## src/rtl/wsd_pkg.sv

```systemverilog
`timescale 1ns / 1ps

package wsd_pkg;

   localparam int unsigned MAX_LENGTH_LIMIT = 1048576;
   localparam int unsigned LEN_W            = 21;

   localparam logic [LEN_W-1:0] LIMIT_CAP    = LEN_W'(MAX_LENGTH_LIMIT);
   localparam logic [LEN_W-1:0] LIMIT_RESET  = LEN_W'(MAX_LENGTH_LIMIT);

   localparam logic [6:0] LEN_EXT16 = 7'd126;
   localparam logic [6:0] LEN_EXT64 = 7'd127;

   localparam logic [2:0] EXT16_LAST = 3'd1;
   localparam logic [2:0] EXT64_LAST = 3'd7;
   localparam logic [2:0] MASK_LAST  = 3'd3;

   localparam logic [3:0] OP_TEXT   = 4'h1;
   localparam logic [3:0] OP_BINARY = 4'h2;
   localparam logic [3:0] OP_CLOSE  = 4'h8;
   localparam logic [3:0] OP_PING   = 4'h9;
   localparam logic [3:0] OP_PONG   = 4'hA;

   typedef enum logic [2:0] {
      V_TEXT       = 3'd0,
      V_BINARY     = 3'd1,
      V_PING       = 3'd2,
      V_PONG       = 3'd3,
      V_CLOSE      = 3'd4,
      V_UNFINISHED = 3'd5,
      V_BADOP      = 3'd6,
      V_OVERSIZE   = 3'd7
   } verdict_type;

   typedef enum logic [5:0] {
      PH_HDR0    = 6'b000001,
      PH_HDR1    = 6'b000010,
      PH_EXT16   = 6'b000100,
      PH_EXT64   = 6'b001000,
      PH_MASK    = 6'b010000,
      PH_PAYLOAD = 6'b100000
   } phase_type;

   typedef struct packed {
      logic [7:0]       payload_byte;
      logic             byte_valid;
      logic             frame_done;
      logic [2:0]       verdict;
      logic [LEN_W-1:0] frame_length;
   } result_type;

   typedef struct packed {
      verdict_type verdict;
      logic        fatal;
   } judgement_type;

   function automatic judgement_type judge(input logic [3:0] opcode, input logic fin);
      judgement_type j;
      j.fatal = 1'b1;
      j.verdict = V_BADOP;
      unique case (opcode)
         OP_TEXT: begin
            j.verdict = fin ? V_TEXT : V_UNFINISHED;
            j.fatal = ~fin;
         end
         OP_BINARY: begin
            j.verdict = fin ? V_BINARY : V_UNFINISHED;
            j.fatal = ~fin;
         end
         OP_CLOSE: j.verdict = V_CLOSE;
         OP_PING: begin
            j.verdict = V_PING;
            j.fatal = 1'b0;
         end
         OP_PONG: begin
            j.verdict = V_PONG;
            j.fatal = 1'b0;
         end
         default: j.verdict = V_BADOP;
      endcase
      return j;
   endfunction

endpackage

```

## src/rtl/wsd_if.sv

```systemverilog
`timescale 1ns / 1ps

interface wsd_req_if;
   logic       valid;
   logic       ready;
   logic [7:0] rx_byte;
   logic       restart;

   modport source (output valid, output rx_byte, output restart, input ready);
   modport sink   (input valid, input rx_byte, input restart, output ready);
endinterface

interface wsd_rsp_if;
   logic        valid;
   logic        ready;
   logic [7:0]  payload_byte;
   logic        byte_valid;
   logic        frame_done;
   logic [2:0]  verdict;
   logic [20:0] frame_length;

   modport source (output valid, output payload_byte, output byte_valid, output frame_done,
                   output verdict, output frame_length, input ready);
   modport sink   (input valid, input payload_byte, input byte_valid, input frame_done,
                   input verdict, input frame_length, output ready);
endinterface

```

## src/rtl/wsd_parser.sv

```systemverilog
`timescale 1ns / 1ps

module wsd_parser
   import wsd_pkg::*;
(
   input  logic             clock,
   input  logic             reset,
   input  logic             step,
   input  logic [7:0]       rx_byte,
   input  logic             restart,
   input  logic [LEN_W-1:0] limit,
   output logic             res_valid,
   output result_type       res
);

   phase_type        phase_ff, phase_in;
   logic             final_ff, final_in;
   logic [3:0]       opcode_ff, opcode_in;
   logic             mask_ff, mask_in;
   logic [2:0]       count_ff, count_in;
   logic [LEN_W-1:0] len_ff, len_in;
   logic             big_ff, big_in;
   logic [31:0]      key_ff, key_in;
   logic [LEN_W-1:0] index_ff, index_in;
   logic             dead_ff, dead_in;

   logic             hdr_done;
   logic [LEN_W-1:0] index_next;
   logic [7:0]       key_byte;
   logic [7:0]       data;
   judgement_type    jd;

   assign index_next = index_ff + 1'b1;
   assign jd         = judge(opcode_ff, final_ff);

   always_comb begin
      unique case (index_ff[1:0])
         2'd0: key_byte = key_ff[31:24];
         2'd1: key_byte = key_ff[23:16];
         2'd2: key_byte = key_ff[15:8];
         default: key_byte = key_ff[7:0];
      endcase
      data = rx_byte ^ (mask_ff ? key_byte : 8'h00);
   end

   always_comb begin
      phase_in  = phase_ff;
      final_in  = final_ff;
      opcode_in = opcode_ff;
      mask_in   = mask_ff;
      count_in  = count_ff;
      len_in    = len_ff;
      big_in    = big_ff;
      key_in    = key_ff;
      index_in  = index_ff;
      dead_in   = dead_ff;
      hdr_done  = 1'b0;
      res_valid = 1'b0;
      res       = '0;
      if (step) begin
         if (restart) begin
            phase_in  = PH_HDR0;
            final_in  = 1'b0;
            opcode_in = '0;
            mask_in   = 1'b0;
            count_in  = '0;
            len_in    = '0;
            big_in    = 1'b0;
            key_in    = '0;
            index_in  = '0;
            dead_in   = 1'b0;
         end else if (!dead_ff) begin
            unique case (phase_ff)
               PH_HDR0: begin
                  final_in  = rx_byte[7];
                  opcode_in = rx_byte[3:0];
                  phase_in  = PH_HDR1;
               end
               PH_HDR1: begin
                  mask_in  = rx_byte[7];
                  count_in = '0;
                  key_in   = '0;
                  big_in   = 1'b0;
                  len_in   = '0;
                  if (rx_byte[6:0] == LEN_EXT16) begin
                     phase_in = PH_EXT16;
                  end else if (rx_byte[6:0] == LEN_EXT64) begin
                     phase_in = PH_EXT64;
                  end else begin
                     len_in = LEN_W'(rx_byte[6:0]);
                     if (rx_byte[7]) begin
                        phase_in = PH_MASK;
                     end else begin
                        hdr_done = 1'b1;
                     end
                  end
               end
               PH_EXT16, PH_EXT64: begin
                  len_in = {len_ff[LEN_W-9:0], rx_byte};
                  big_in = big_ff | (|len_ff[LEN_W-1:LEN_W-8]);
                  if (count_ff != ((phase_ff == PH_EXT16) ? EXT16_LAST : EXT64_LAST)) begin
                     count_in = count_ff + 1'b1;
                  end else begin
                     count_in = '0;
                     if (mask_ff) begin
                        phase_in = PH_MASK;
                     end else begin
                        hdr_done = 1'b1;
                     end
                  end
               end
               PH_MASK: begin
                  key_in = {key_ff[23:0], rx_byte};
                  if (count_ff != MASK_LAST) begin
                     count_in = count_ff + 1'b1;
                  end else begin
                     count_in = '0;
                     hdr_done = 1'b1;
                  end
               end
               PH_PAYLOAD: begin
                  res_valid        = 1'b1;
                  res.payload_byte = data;
                  res.byte_valid   = 1'b1;
                  index_in         = index_next;
                  if (index_next == len_ff) begin
                     res.frame_done   = 1'b1;
                     res.verdict      = jd.verdict;
                     res.frame_length = len_ff;
                     dead_in          = jd.fatal;
                     phase_in         = PH_HDR0;
                     count_in         = '0;
                     index_in         = '0;
                  end
               end
               default: phase_in = PH_HDR0;
            endcase
            if (hdr_done) begin
               if (big_in || (len_in > limit)) begin
                  res_valid      = 1'b1;
                  res.frame_done = 1'b1;
                  res.verdict    = V_OVERSIZE;
                  dead_in        = 1'b1;
                  phase_in       = PH_HDR0;
               end else if (len_in == '0) begin
                  res_valid      = 1'b1;
                  res.frame_done = 1'b1;
                  res.verdict    = jd.verdict;
                  dead_in        = jd.fatal;
                  phase_in       = PH_HDR0;
                  count_in       = '0;
                  index_in       = '0;
               end else begin
                  phase_in = PH_PAYLOAD;
                  index_in = '0;
               end
            end
         end
      end
   end

   always_ff @(posedge clock) begin
      if (reset) begin
         phase_ff  <= PH_HDR0;
         final_ff  <= 1'b0;
         opcode_ff <= '0;
         mask_ff   <= 1'b0;
         count_ff  <= '0;
         len_ff    <= '0;
         big_ff    <= 1'b0;
         key_ff    <= '0;
         index_ff  <= '0;
         dead_ff   <= 1'b0;
      end else begin
         phase_ff  <= phase_in;
         final_ff  <= final_in;
         opcode_ff <= opcode_in;
         mask_ff   <= mask_in;
         count_ff  <= count_in;
         len_ff    <= len_in;
         big_ff    <= big_in;
         key_ff    <= key_in;
         index_ff  <= index_in;
         dead_ff   <= dead_in;
      end
   end

endmodule

```

## src/rtl/wsd_out_buf.sv

```systemverilog
`timescale 1ns / 1ps

module wsd_out_buf
   import wsd_pkg::*;
(
   input  logic       clock,
   input  logic       reset,
   input  logic       res_valid,
   input  result_type res,
   output logic       space,
   output logic       out_valid,
   output result_type out,
   input  logic       out_ready
);

   logic       main_valid_ff, main_valid_in;
   logic       skid_valid_ff, skid_valid_in;
   result_type main_ff, main_in;
   result_type skid_ff, skid_in;

   assign space     = ~skid_valid_ff;
   assign out_valid = main_valid_ff;
   assign out       = main_ff;

   always_comb begin
      main_valid_in = main_valid_ff;
      skid_valid_in = skid_valid_ff;
      main_in       = main_ff;
      skid_in       = skid_ff;
      if (!main_valid_ff || out_ready) begin
         if (skid_valid_ff) begin
            main_in       = skid_ff;
            main_valid_in = 1'b1;
            skid_in       = res;
            skid_valid_in = res_valid;
         end else begin
            main_in       = res;
            main_valid_in = res_valid;
         end
      end else if (res_valid) begin
         skid_in       = res;
         skid_valid_in = 1'b1;
      end
   end

   always_ff @(posedge clock) begin
      if (reset) begin
         main_valid_ff <= 1'b0;
         skid_valid_ff <= 1'b0;
      end else begin
         main_valid_ff <= main_valid_in;
         skid_valid_ff <= skid_valid_in;
      end
   end

   always_ff @(posedge clock) begin
      main_ff <= main_in;
      skid_ff <= skid_in;
   end

endmodule

```

## src/rtl/websocket_frame_deframer.sv

```systemverilog
`timescale 1ns / 1ps
// Channel   Direction  Payload                                                 Transfer
// req_chan  in         rx_byte[7:0], restart                                   valid & ready
// rsp_chan  out        payload_byte, byte_valid, frame_done, verdict, frame_length  valid & ready
// csr       in         csr_wr_data[20:0] (max payload length)                  csr_wr_en
//
// One byte is taken every cycle while the skid entry is empty; each result is registered.
// The parse state and the output register are the only stages; while a result
// waits on rsp_chan.ready a skid entry takes one more result, then the input
// holds until the skid entry drains.
// Synchronous reset clears the parser and empties both output entries.

module websocket_frame_deframer
   import wsd_pkg::*;
(
   input  logic             clock,
   input  logic             reset,
   wsd_req_if.sink          req_chan,
   wsd_rsp_if.source        rsp_chan,
   input  logic             csr_wr_en,
   input  logic [LEN_W-1:0] csr_wr_data
);

   logic [LEN_W-1:0] limit_ff;
   logic [LEN_W-1:0] limit_eff;
   logic             step;
   logic             space;
   logic             res_valid;
   result_type       res;
   result_type       out;

   always_ff @(posedge clock) begin
      if (reset) begin
         limit_ff <= LIMIT_RESET;
      end else if (csr_wr_en) begin
         limit_ff <= csr_wr_data;
      end
   end

   assign limit_eff      = (limit_ff > LIMIT_CAP) ? LIMIT_CAP : limit_ff;
   assign req_chan.ready = space;
   assign step           = req_chan.valid & space;

   wsd_parser u_parser (
      .clock     (clock),
      .reset     (reset),
      .step      (step),
      .rx_byte   (req_chan.rx_byte),
      .restart   (req_chan.restart),
      .limit     (limit_eff),
      .res_valid (res_valid),
      .res       (res)
   );

   wsd_out_buf u_out_buf (
      .clock     (clock),
      .reset     (reset),
      .res_valid (res_valid),
      .res       (res),
      .space     (space),
      .out_valid (rsp_chan.valid),
      .out       (out),
      .out_ready (rsp_chan.ready)
   );

   assign rsp_chan.payload_byte = out.payload_byte;
   assign rsp_chan.byte_valid   = out.byte_valid;
   assign rsp_chan.frame_done   = out.frame_done;
   assign rsp_chan.verdict      = out.verdict;
   assign rsp_chan.frame_length = out.frame_length;

endmodule

```

## src/flat_wrapper.sv

```systemverilog
// flat-port wrapper written by rule: the top's interface ports become plain ports
module websocket_frame_deframer_flat import wsd_pkg::*;
  (clock, reset, csr_wr_en, csr_wr_data, req_chan_valid, req_chan_rx_byte, req_chan_restart, req_chan_ready, rsp_chan_valid, rsp_chan_payload_byte, rsp_chan_byte_valid, rsp_chan_frame_done, rsp_chan_verdict, rsp_chan_frame_length, rsp_chan_ready);
  wsd_req_if req_chan_i ();
  wsd_rsp_if rsp_chan_i ();
  input  logic clock;
  input  logic reset;
  input  logic csr_wr_en;
  input  logic [LEN_W-1:0] csr_wr_data;
  input wire logic [$bits(req_chan_i.valid)-1:0] req_chan_valid;
  input wire logic [$bits(req_chan_i.rx_byte)-1:0] req_chan_rx_byte;
  input wire logic [$bits(req_chan_i.restart)-1:0] req_chan_restart;
  output wire logic [$bits(req_chan_i.ready)-1:0] req_chan_ready;
  output wire logic [$bits(rsp_chan_i.valid)-1:0] rsp_chan_valid;
  output wire logic [$bits(rsp_chan_i.payload_byte)-1:0] rsp_chan_payload_byte;
  output wire logic [$bits(rsp_chan_i.byte_valid)-1:0] rsp_chan_byte_valid;
  output wire logic [$bits(rsp_chan_i.frame_done)-1:0] rsp_chan_frame_done;
  output wire logic [$bits(rsp_chan_i.verdict)-1:0] rsp_chan_verdict;
  output wire logic [$bits(rsp_chan_i.frame_length)-1:0] rsp_chan_frame_length;
  input wire logic [$bits(rsp_chan_i.ready)-1:0] rsp_chan_ready;
  assign req_chan_i.valid = req_chan_valid;
  assign req_chan_i.rx_byte = req_chan_rx_byte;
  assign req_chan_i.restart = req_chan_restart;
  assign req_chan_ready = req_chan_i.ready;
  assign rsp_chan_valid = rsp_chan_i.valid;
  assign rsp_chan_payload_byte = rsp_chan_i.payload_byte;
  assign rsp_chan_byte_valid = rsp_chan_i.byte_valid;
  assign rsp_chan_frame_done = rsp_chan_i.frame_done;
  assign rsp_chan_verdict = rsp_chan_i.verdict;
  assign rsp_chan_frame_length = rsp_chan_i.frame_length;
  assign rsp_chan_i.ready = rsp_chan_ready;
  websocket_frame_deframer u_core (.clock(clock), .reset(reset), .req_chan(req_chan_i), .rsp_chan(rsp_chan_i), .csr_wr_en(csr_wr_en), .csr_wr_data(csr_wr_data));
endmodule
```

## config.mk

```make
export PLATFORM = sky130hd
export DESIGN_NAME = websocket_frame_deframer_flat
export DESIGN_NICKNAME = d
export VERILOG_FILES = /design/src/rtl/wsd_pkg.sv /design/src/rtl/wsd_if.sv /design/src/rtl/wsd_parser.sv /design/src/rtl/wsd_out_buf.sv /design/src/rtl/websocket_frame_deframer.sv /design/src/flat_wrapper.sv
export SDC_FILE = /design/constraint.sdc
export NUM_CORES = 1
export LEC_CHECK = 0
export BUFFER_PORTS_ARGS = -buffer_cell sky130_fd_sc_hd__buf_2
export CAP_MARGIN = 20
export CORE_ASPECT_RATIO = 2
export CORE_MARGIN = 3
export CORE_UTILIZATION = 50
export CTS_CLUSTER_DIAMETER = 60
export CTS_CLUSTER_SIZE = 25
export DETAILED_ROUTE_END_ITERATION = 6
export GPL_TIMING_DRIVEN = 0
export HOLD_SLACK_MARGIN = 0.02
export PLACE_DENSITY = 0.68
export SLEW_MARGIN = 10
export SYNTH_ARGS = -nofsm -noshare
export SYNTH_HDL_FRONTEND = slang
export SYNTH_SLANG_ARGS = --single-unit
```

## constraint.sdc

```tcl
create_clock -name clock -period 11.8 [get_ports clock]
set_clock_uncertainty 0.05 [all_clocks]
set_input_delay 1.77 -clock clock [delete_from_list [all_inputs] [get_ports clock]]
set_output_delay 1.77 -clock clock [all_outputs]
set_load 0.03 [all_outputs]
```

Word-level counts from Yosys, hierarchy flattened. Index checks and enable logic that the tools add are counted.

Word-level logic and storage cells: 177. Register bits after elaboration: 182. Input port bits: 35.

Mux-type cells: 101. Order comparisons: 2. Equal/unequal tests: 25. Add/sub/neg operators: 2. Reduce and logical (&&, ||, !) cells: 19. Bitwise operators: 5.

Operators with widths (count): $mux 34 (8); $mux 21 (12); $mux 6 (11); $mux 32 (2); $pmux 32 s2 (1); $pmux 21 s2 (1); $mux 1 (38); $mux 3 (11); $pmux 6 s5 (1); $mux 25 (1); $mux 4 (6); $pmux 8 s3 (1); $add 21x1->21 const B (1); $eq 21x21->1 (1); $gt 21x21->1 (1); $gt 21x21->1 const B (1); $logic_not 21->1 (1); $pmux 3 s5 (1); $eq 7x7->1 const B (2); $mux 7 (2); $eq 4x4->1 const B (3); $ne 4x4->1 const B (3); $pmux 3 s4 (1); $reduce_and 3->1 (3); other kinds (32) (41).

Logic depth before layout (Yosys ltp).
Word-level depth: 16. Depth in mapped cells: 17. Depth with buffers taken out: 13.

Modules after synthesis. From an unflattened synthesis, not the netlist that was laid out.

Cells, all modules: 1046. Area, all modules: 9774.4 um^2.

Modules (own cells, without submodules): wsd_parser (times used 1, cells an instance 837, area an instance 6268.5 um^2); wsd_out_buf (times used 1, cells an instance 118, area an instance 2608.8 um^2); websocket_frame_deframer (times used 1, cells an instance 91, area an instance 897.1 um^2).

Worst setup path before layout. No wires, ideal clock.

Kind: input-to-reg. Start: input req_chan_rx_byte[6]. End: register u_core.u_out_buf.skid_ff[0] (netlist bit), enable pin. Stages: 13. Path slack: 6.173 ns. Arrival: 5.140 ns. Data required time: 11.313 ns. Path buffers: 0. Cells stage by stage: nand4_1 nor2_1 o21ai_1 a22o_1 ha_1 a211oi_1 o21ai_0 o2111ai_1 nand4_1 a21oi_1 a21oi_1 nor2_1 a21oi_1.

Longest elaborated chain between the ends: 16.

Ends and longest elaborated chain: start, declared (line flat_wrapper.sv:11) `input wire logic [$bits(req_chan_i.rx_byte)-1:0] req_chan_rx_byte;`; $eq 7x7->1 (line wsd_parser.sv:87) `end else if (rx_byte[6:0] == LEN_EXT64) begin`; $mux 7 (line wsd_parser.sv:87); $mux 7 (line wsd_parser.sv:85) `if (rx_byte[6:0] == LEN_EXT16) begin`; $pmux 21 s2 (line wsd_parser.sv:73) `unique case (phase_ff)`; $mux 21 (line wsd_parser.sv:72) `end else if (!dead_ff) begin`; $mux 21 (line wsd_parser.sv:61) `if (restart) begin`; $mux 21 (line wsd_parser.sv:60) `if (step) begin`; $gt 21x21->1 or $logic_not 21->1 (tied branches) (line wsd_parser.sv:139, wsd_parser.sv:145); $logic_or 1x1->1 or $mux 1 (tied branches) (line wsd_parser.sv:139, wsd_parser.sv:145); $mux 1 (line wsd_parser.sv:139) `if (big_in || (len_in > limit)) begin`; $mux 1 * (line wsd_parser.sv:138) `if (hdr_done) begin`; $mux 1 * (line wsd_parser.sv:72); $mux 1 * (line wsd_parser.sv:61); $mux 1 * (line wsd_parser.sv:60); $reduce_bool 2->1 (no source line) *; $reduce_and 2->1 (no source line) *; end signal, assigned (line wsd_out_buf.sv:58) `skid_ff <= skid_in;`; end, declared (line wsd_out_buf.sv:19) `result_type skid_ff, skid_in;`.

Every way passes the cells marked *; elsewhere a longest branch is shown, timed or not. The select of a mux whose other input is x is not followed. A chain may end at the register's enable or synchronous reset.

Final worst setup path.
Start: register u_core.u_parser.phase_ff[0]. End: register u_core.u_parser.index_ff[5].

Longest elaborated chain between the ends: 12.

Ends and longest elaborated chain: start, declared (line wsd_parser.sv:16) `phase_type phase_ff, phase_in;`; start signal, assigned (line wsd_parser.sv:175) `phase_ff <= phase_in;`; $eq 6x3->1 or $eq 6x4->1 (tied branches) (line wsd_parser.sv:73, wsd_parser.sv:101); $reduce_or 2->1 (line wsd_parser.sv:73); $pmux 21 s2 (line wsd_parser.sv:73); $mux 21 (line wsd_parser.sv:72); $mux 21 (line wsd_parser.sv:61); $mux 21 (line wsd_parser.sv:60); $gt 21x21->1 (line wsd_parser.sv:139); $logic_or 1x1->1 (line wsd_parser.sv:139); $mux 21 (line wsd_parser.sv:139); $mux 21 * (line wsd_parser.sv:138); $mux 21 * (line wsd_parser.sv:72); $mux 21 * (line wsd_parser.sv:61); end signal, assigned (line wsd_parser.sv:183) `index_ff <= index_in;`; end, declared (line wsd_parser.sv:24) `logic [LEN_W-1:0] index_ff, index_in;`.

Marks and branches as above.

==> results by group <==
GRT
  • Initial antenna violation count: 0
  • Vias in the first global route: 8,425
  • Overall Global Routing Usage: 27.95%
  • Total global routing overflow: 0
  • Pin count of the biggest net entering global routing: 28
  • First-pass GRT wire length: 44.35 mm

Setup path
  • Register-to-register setup slack: 6.26 ns
  • Reg2reg end: u_core.u_parser.index_ff[5]$_SDFFE_PP0P_
  • FF-to-FF Start: u_core.u_parser.phase_ff[0]$_SDFFE_PP1P_
  • Critical path capture point type: flop
  • CP bufs+invs: 3
  • Data required time of the worst path: 12.09 ns
  • Critical Path AT: 5.83 ns
  • Worst-path cell chain: nor4_1 -> nand2_1 -> and2_1 -> clkbuf_1 -> clkbuf_1 -> a22o_1 -> ha_1 -> a21oi_1 -> o21ai_0 -> a221oi_1 -> nand4_1 -> a21oi_1 -> o22ai_1 -> clkbuf_1 -> a21oi_1 -> o21bai_1
  • R2r worst-path depth: 16
  • Crit Path Max Fanout: 10
  • Slowest cell on crit path: a21oi_1
  • Startpoint types: flop
  • Critical path class: flop to flop
  • CP top delay family: compound AO/OA/AOI/OAI gates
  • Max incr delay on CP: 0.66 ns

Layout
  • Layout Utilization: 58.38%
  • Most frequent cells in the layout: 116 x nand2_1, 114 x dfxtp_1, 91 x nor2_1
  • Commonest non-fill, non-tap cell in the layout: nand2_1
  • Fill cells: 1,670
  • Final #Nets: 1,180
  • Sequential Area: 4324 sq um
  • N_diodes: 0
  • Area growth, synth to finish: 13.91%
  • Share of layout cells above drive strength 1: 11.15%
  • Multi-input gate area: 4786 sq um

Synthesis
  • Post-synth EDFFs: 68
  • Post-synth top area cell: dfxtp_1
  • Post-Synthesis Cells: 1,028
  • Syn nets: 1,091
  • Ranking of synthesized cells by area: dfxtp_1 24%, edfxtp_1 22%, nand2_1 4.6%, a22o_1 4.0%, ha_1 3.7%
  • Yosys top cell area share: 24.10%
  • Synth warn: 0
  • Async set-reset flop share out of synthesis: 0%
  • #FFs+latches synth: 182
  • Syn Std Cell Area: 9472 sq um
  • Top FF cell, synth: dfxtp_1
  • Synth cell types: 74
  • Post-Syn Area per Cell: 9.214 sq um
  • Register area share after synthesis: 45.65%

Min path
  • Hold crit path type: flop to flop
  • Hold Startpoint: u_core.u_parser.key_ff[24]$_SDFFE_PP0P_
  • Worst Hold Path EP: u_core.u_parser.key_ff[24]$_SDFFE_PP0P_
  • Hold depth: 2

STA
  • TNS Setup: 0 ns
  • Final Slew Violations: 0
  • Worst Max-Slew Pin Slew: 0.9964 ns
  • Final period utilization: 46.97%
  • Slew margin rel.: 31.86%
  • RSZ-0062 raised after global routing: false
  • WHS: 0.4095 ns
  • Fin. Hold Viols: 0
  • Min cycle time layout: 5.543 ns
  • Setup-failing EPs final: 0
  • Fmax: 180.4 MHz

CTS
  • Root buf cell: clkbuf_16
  • Count of hold buffers inserted by post-cts repair: 0
  • CTS tree: done
  • Num Clock Sinks: 182
  • CTS resizes: 0
  • Worst-case clock buffer depth: 2
  • Clock latency on the worst-skew pair: 0.45 ns
  • Post-CTS Setup Bufs: 0
  • Htree depth: 4
  • Clk pin slew, worst setup/hold paths: 0.08 ns
  • CTS Buf Count: 17

Die
  • Die width: 103.3 microns
  • Placement Rows: 70
  • Initial core utilization: 51.25%
  • # IOs: 71
  • Die area: 20,730 sq um
  • Die Y: 200.6 microns
  • Core area: 18,480 sq um

Drt
  • Post-route DRC: 0
  • Drt first pass iters: 5
  • Via density: 5.995
  • Vias: 8,285
  • DR WL/cell: 20.09 microns
  • Post-DRT Antenna Nets: 0
  • WL final: 27.76 mm
  • Initial DRC Count: 586

Flow run
  • Max Cap Viol: 0

Power
  • Leak: 4.284 nW
  • P per Cell Area: 121.7 nW/um^2
  • Total power: 1.313 mW
  • Peak supply drop: 0.00008571 V

Placement
  • Final GP Congestion: 0.9302
  • Detailed Place HPWL: 21.31 mm
  • Buffers on Ports: 68

Run status
  • Outcome: finished clean
-- Yosys cell counts (3+ instances only) --
cell type	instances
o21a_1	3
mux2i_1	33
a211oi_1	6
xor2_1	22
or3_1	12
nand2b_1	7
nand4_1	13
a21boi_1	3
clkbuf_1	57
nor3_1	14
nor3b_1	4
o211ai_1	8
a22o_1	43
or4_4	3
and4_1	4
a21o_1	16
ha_1	28
o21ai_0	30
inv_1	20
and3b_1	3
nand3b_1	10
a21oi_1	57
nand2_1	116
and3_1	4
edfxtp_1	68
a222oi_1	8
and2_1	25
o21ai_1	7
nor2_1	91
xnor2_1	10
nand3_1	59
buf_1	8
buf_2	7
nor2b_1	11
a22oi_1	25
a31oi_1	9
dfxtp_1	114
o22ai_1	5
nor4_1	16
o311ai_1	3
-- worst min-delay path, stage by stage (launching register included) --
cell,delay (ns)
dfxtp_1,0.31
nand2_1,0.05
a21oi_1,0.05
-- state kept, by name, summed over array words and instances (netlist names), 3 cells and up --
| signal | flops |
|---|---|
| u_core.u_out_buf.skid_ff | 34 |
| u_core.u_parser.len_ff | 21 |
| u_core.u_parser.opcode_ff | 4 |
| u_core.u_parser.key_ff | 32 |
| u_core.u_parser.count_ff | 3 |
| u_core.limit_ff | 21 |
| u_core.u_parser.index_ff | 21 |
| u_core.u_out_buf.out | 34 |
| u_core.u_parser.phase_ff | 6 |
-- metrics by stage --
| step | instances | setup WS, ns | instance area [sq um] |
|---|---|---|---|
| floorplan | 1028 | 6.173 | 9472 |
| global placement | 1348 | 4.708 | 10130 |
| detailed placement | 1350 | 6.041 | 10190 |
| CTS | 1382 | 6.336 | 10790 |
| global route | 1382 | 5.778 | 10790 |
| finish | 1382 | 6.257 | 10790 |
-- area by class of cell --
class                      count  area share (%)
clock buffer                  17           3.943
sequential                   182           40.08
inverter                      21          0.7306
tap                          252           2.922
buffer                        74           2.725
multi-input combinational    751           44.36
clock inverter                15           1.647
timing repair buffer          70           3.595
-- power by group --
part           switching [mW]  internal (mW)  leakage [nW]
Sequential            0.00545          0.652          1.71
Combinational          0.0487         0.0249          2.28
Clock                   0.279          0.304         0.291
Total                   0.333          0.980          4.28
-- how the worst max path moves through the flow --
| stage | start | slack, ns | to | cells after the start |
|---|---|---|---|---|
| after global routing | u_core.u_parser.phase_ff[2]$_SDFFE_PP0P_ | 5.78 | u_core.u_parser.index_ff[5]$_SDFFE_PP0P_ | 17 |
| after floorplan | req_chan_rx_byte[6] | 6.17 | u_core.u_out_buf.skid_ff[0]$_DFFE_PP_ | 13 |
| after CTS | u_core.u_parser.phase_ff[0]$_SDFFE_PP1P_ | 6.34 | u_core.u_parser.index_ff[5]$_SDFFE_PP0P_ | 16 |
| final | u_core.u_parser.phase_ff[0]$_SDFFE_PP1P_ | 6.26 | u_core.u_parser.index_ff[5]$_SDFFE_PP0P_ | 16 |
| after global placement | req_chan_rx_byte[6] | 4.71 | u_core.u_out_buf.skid_ff[18]$_DFFE_PP_ | 13 |
| after detailed placement | req_chan_rx_byte[2] | 6.04 | u_core.u_parser.index_ff[5]$_SDFFE_PP0P_ | 15 |
-- layer usage --
| metal | track usage (%) | part of all wire [%] |
|---|---|---|
| met1 | 29.49 | 36 |
| met2 | 48.97 | 53 |
| met4 | 19.08 | 7.3 |
| met5 | 0 | 0 |
| met3 | 4.209 | 4.4 |
-- kinds of logic after synthesis --
group           Yosys count  synth area share, %
xor+xnor                 33                3.197
flops                   182                45.65
buf+inv                  95                3.937
compound gates          247                18.07
mux                      35                3.725
simple gates            408                21.72
fa+ha+maj                28                3.699
(Power assumes the default switching activity.)
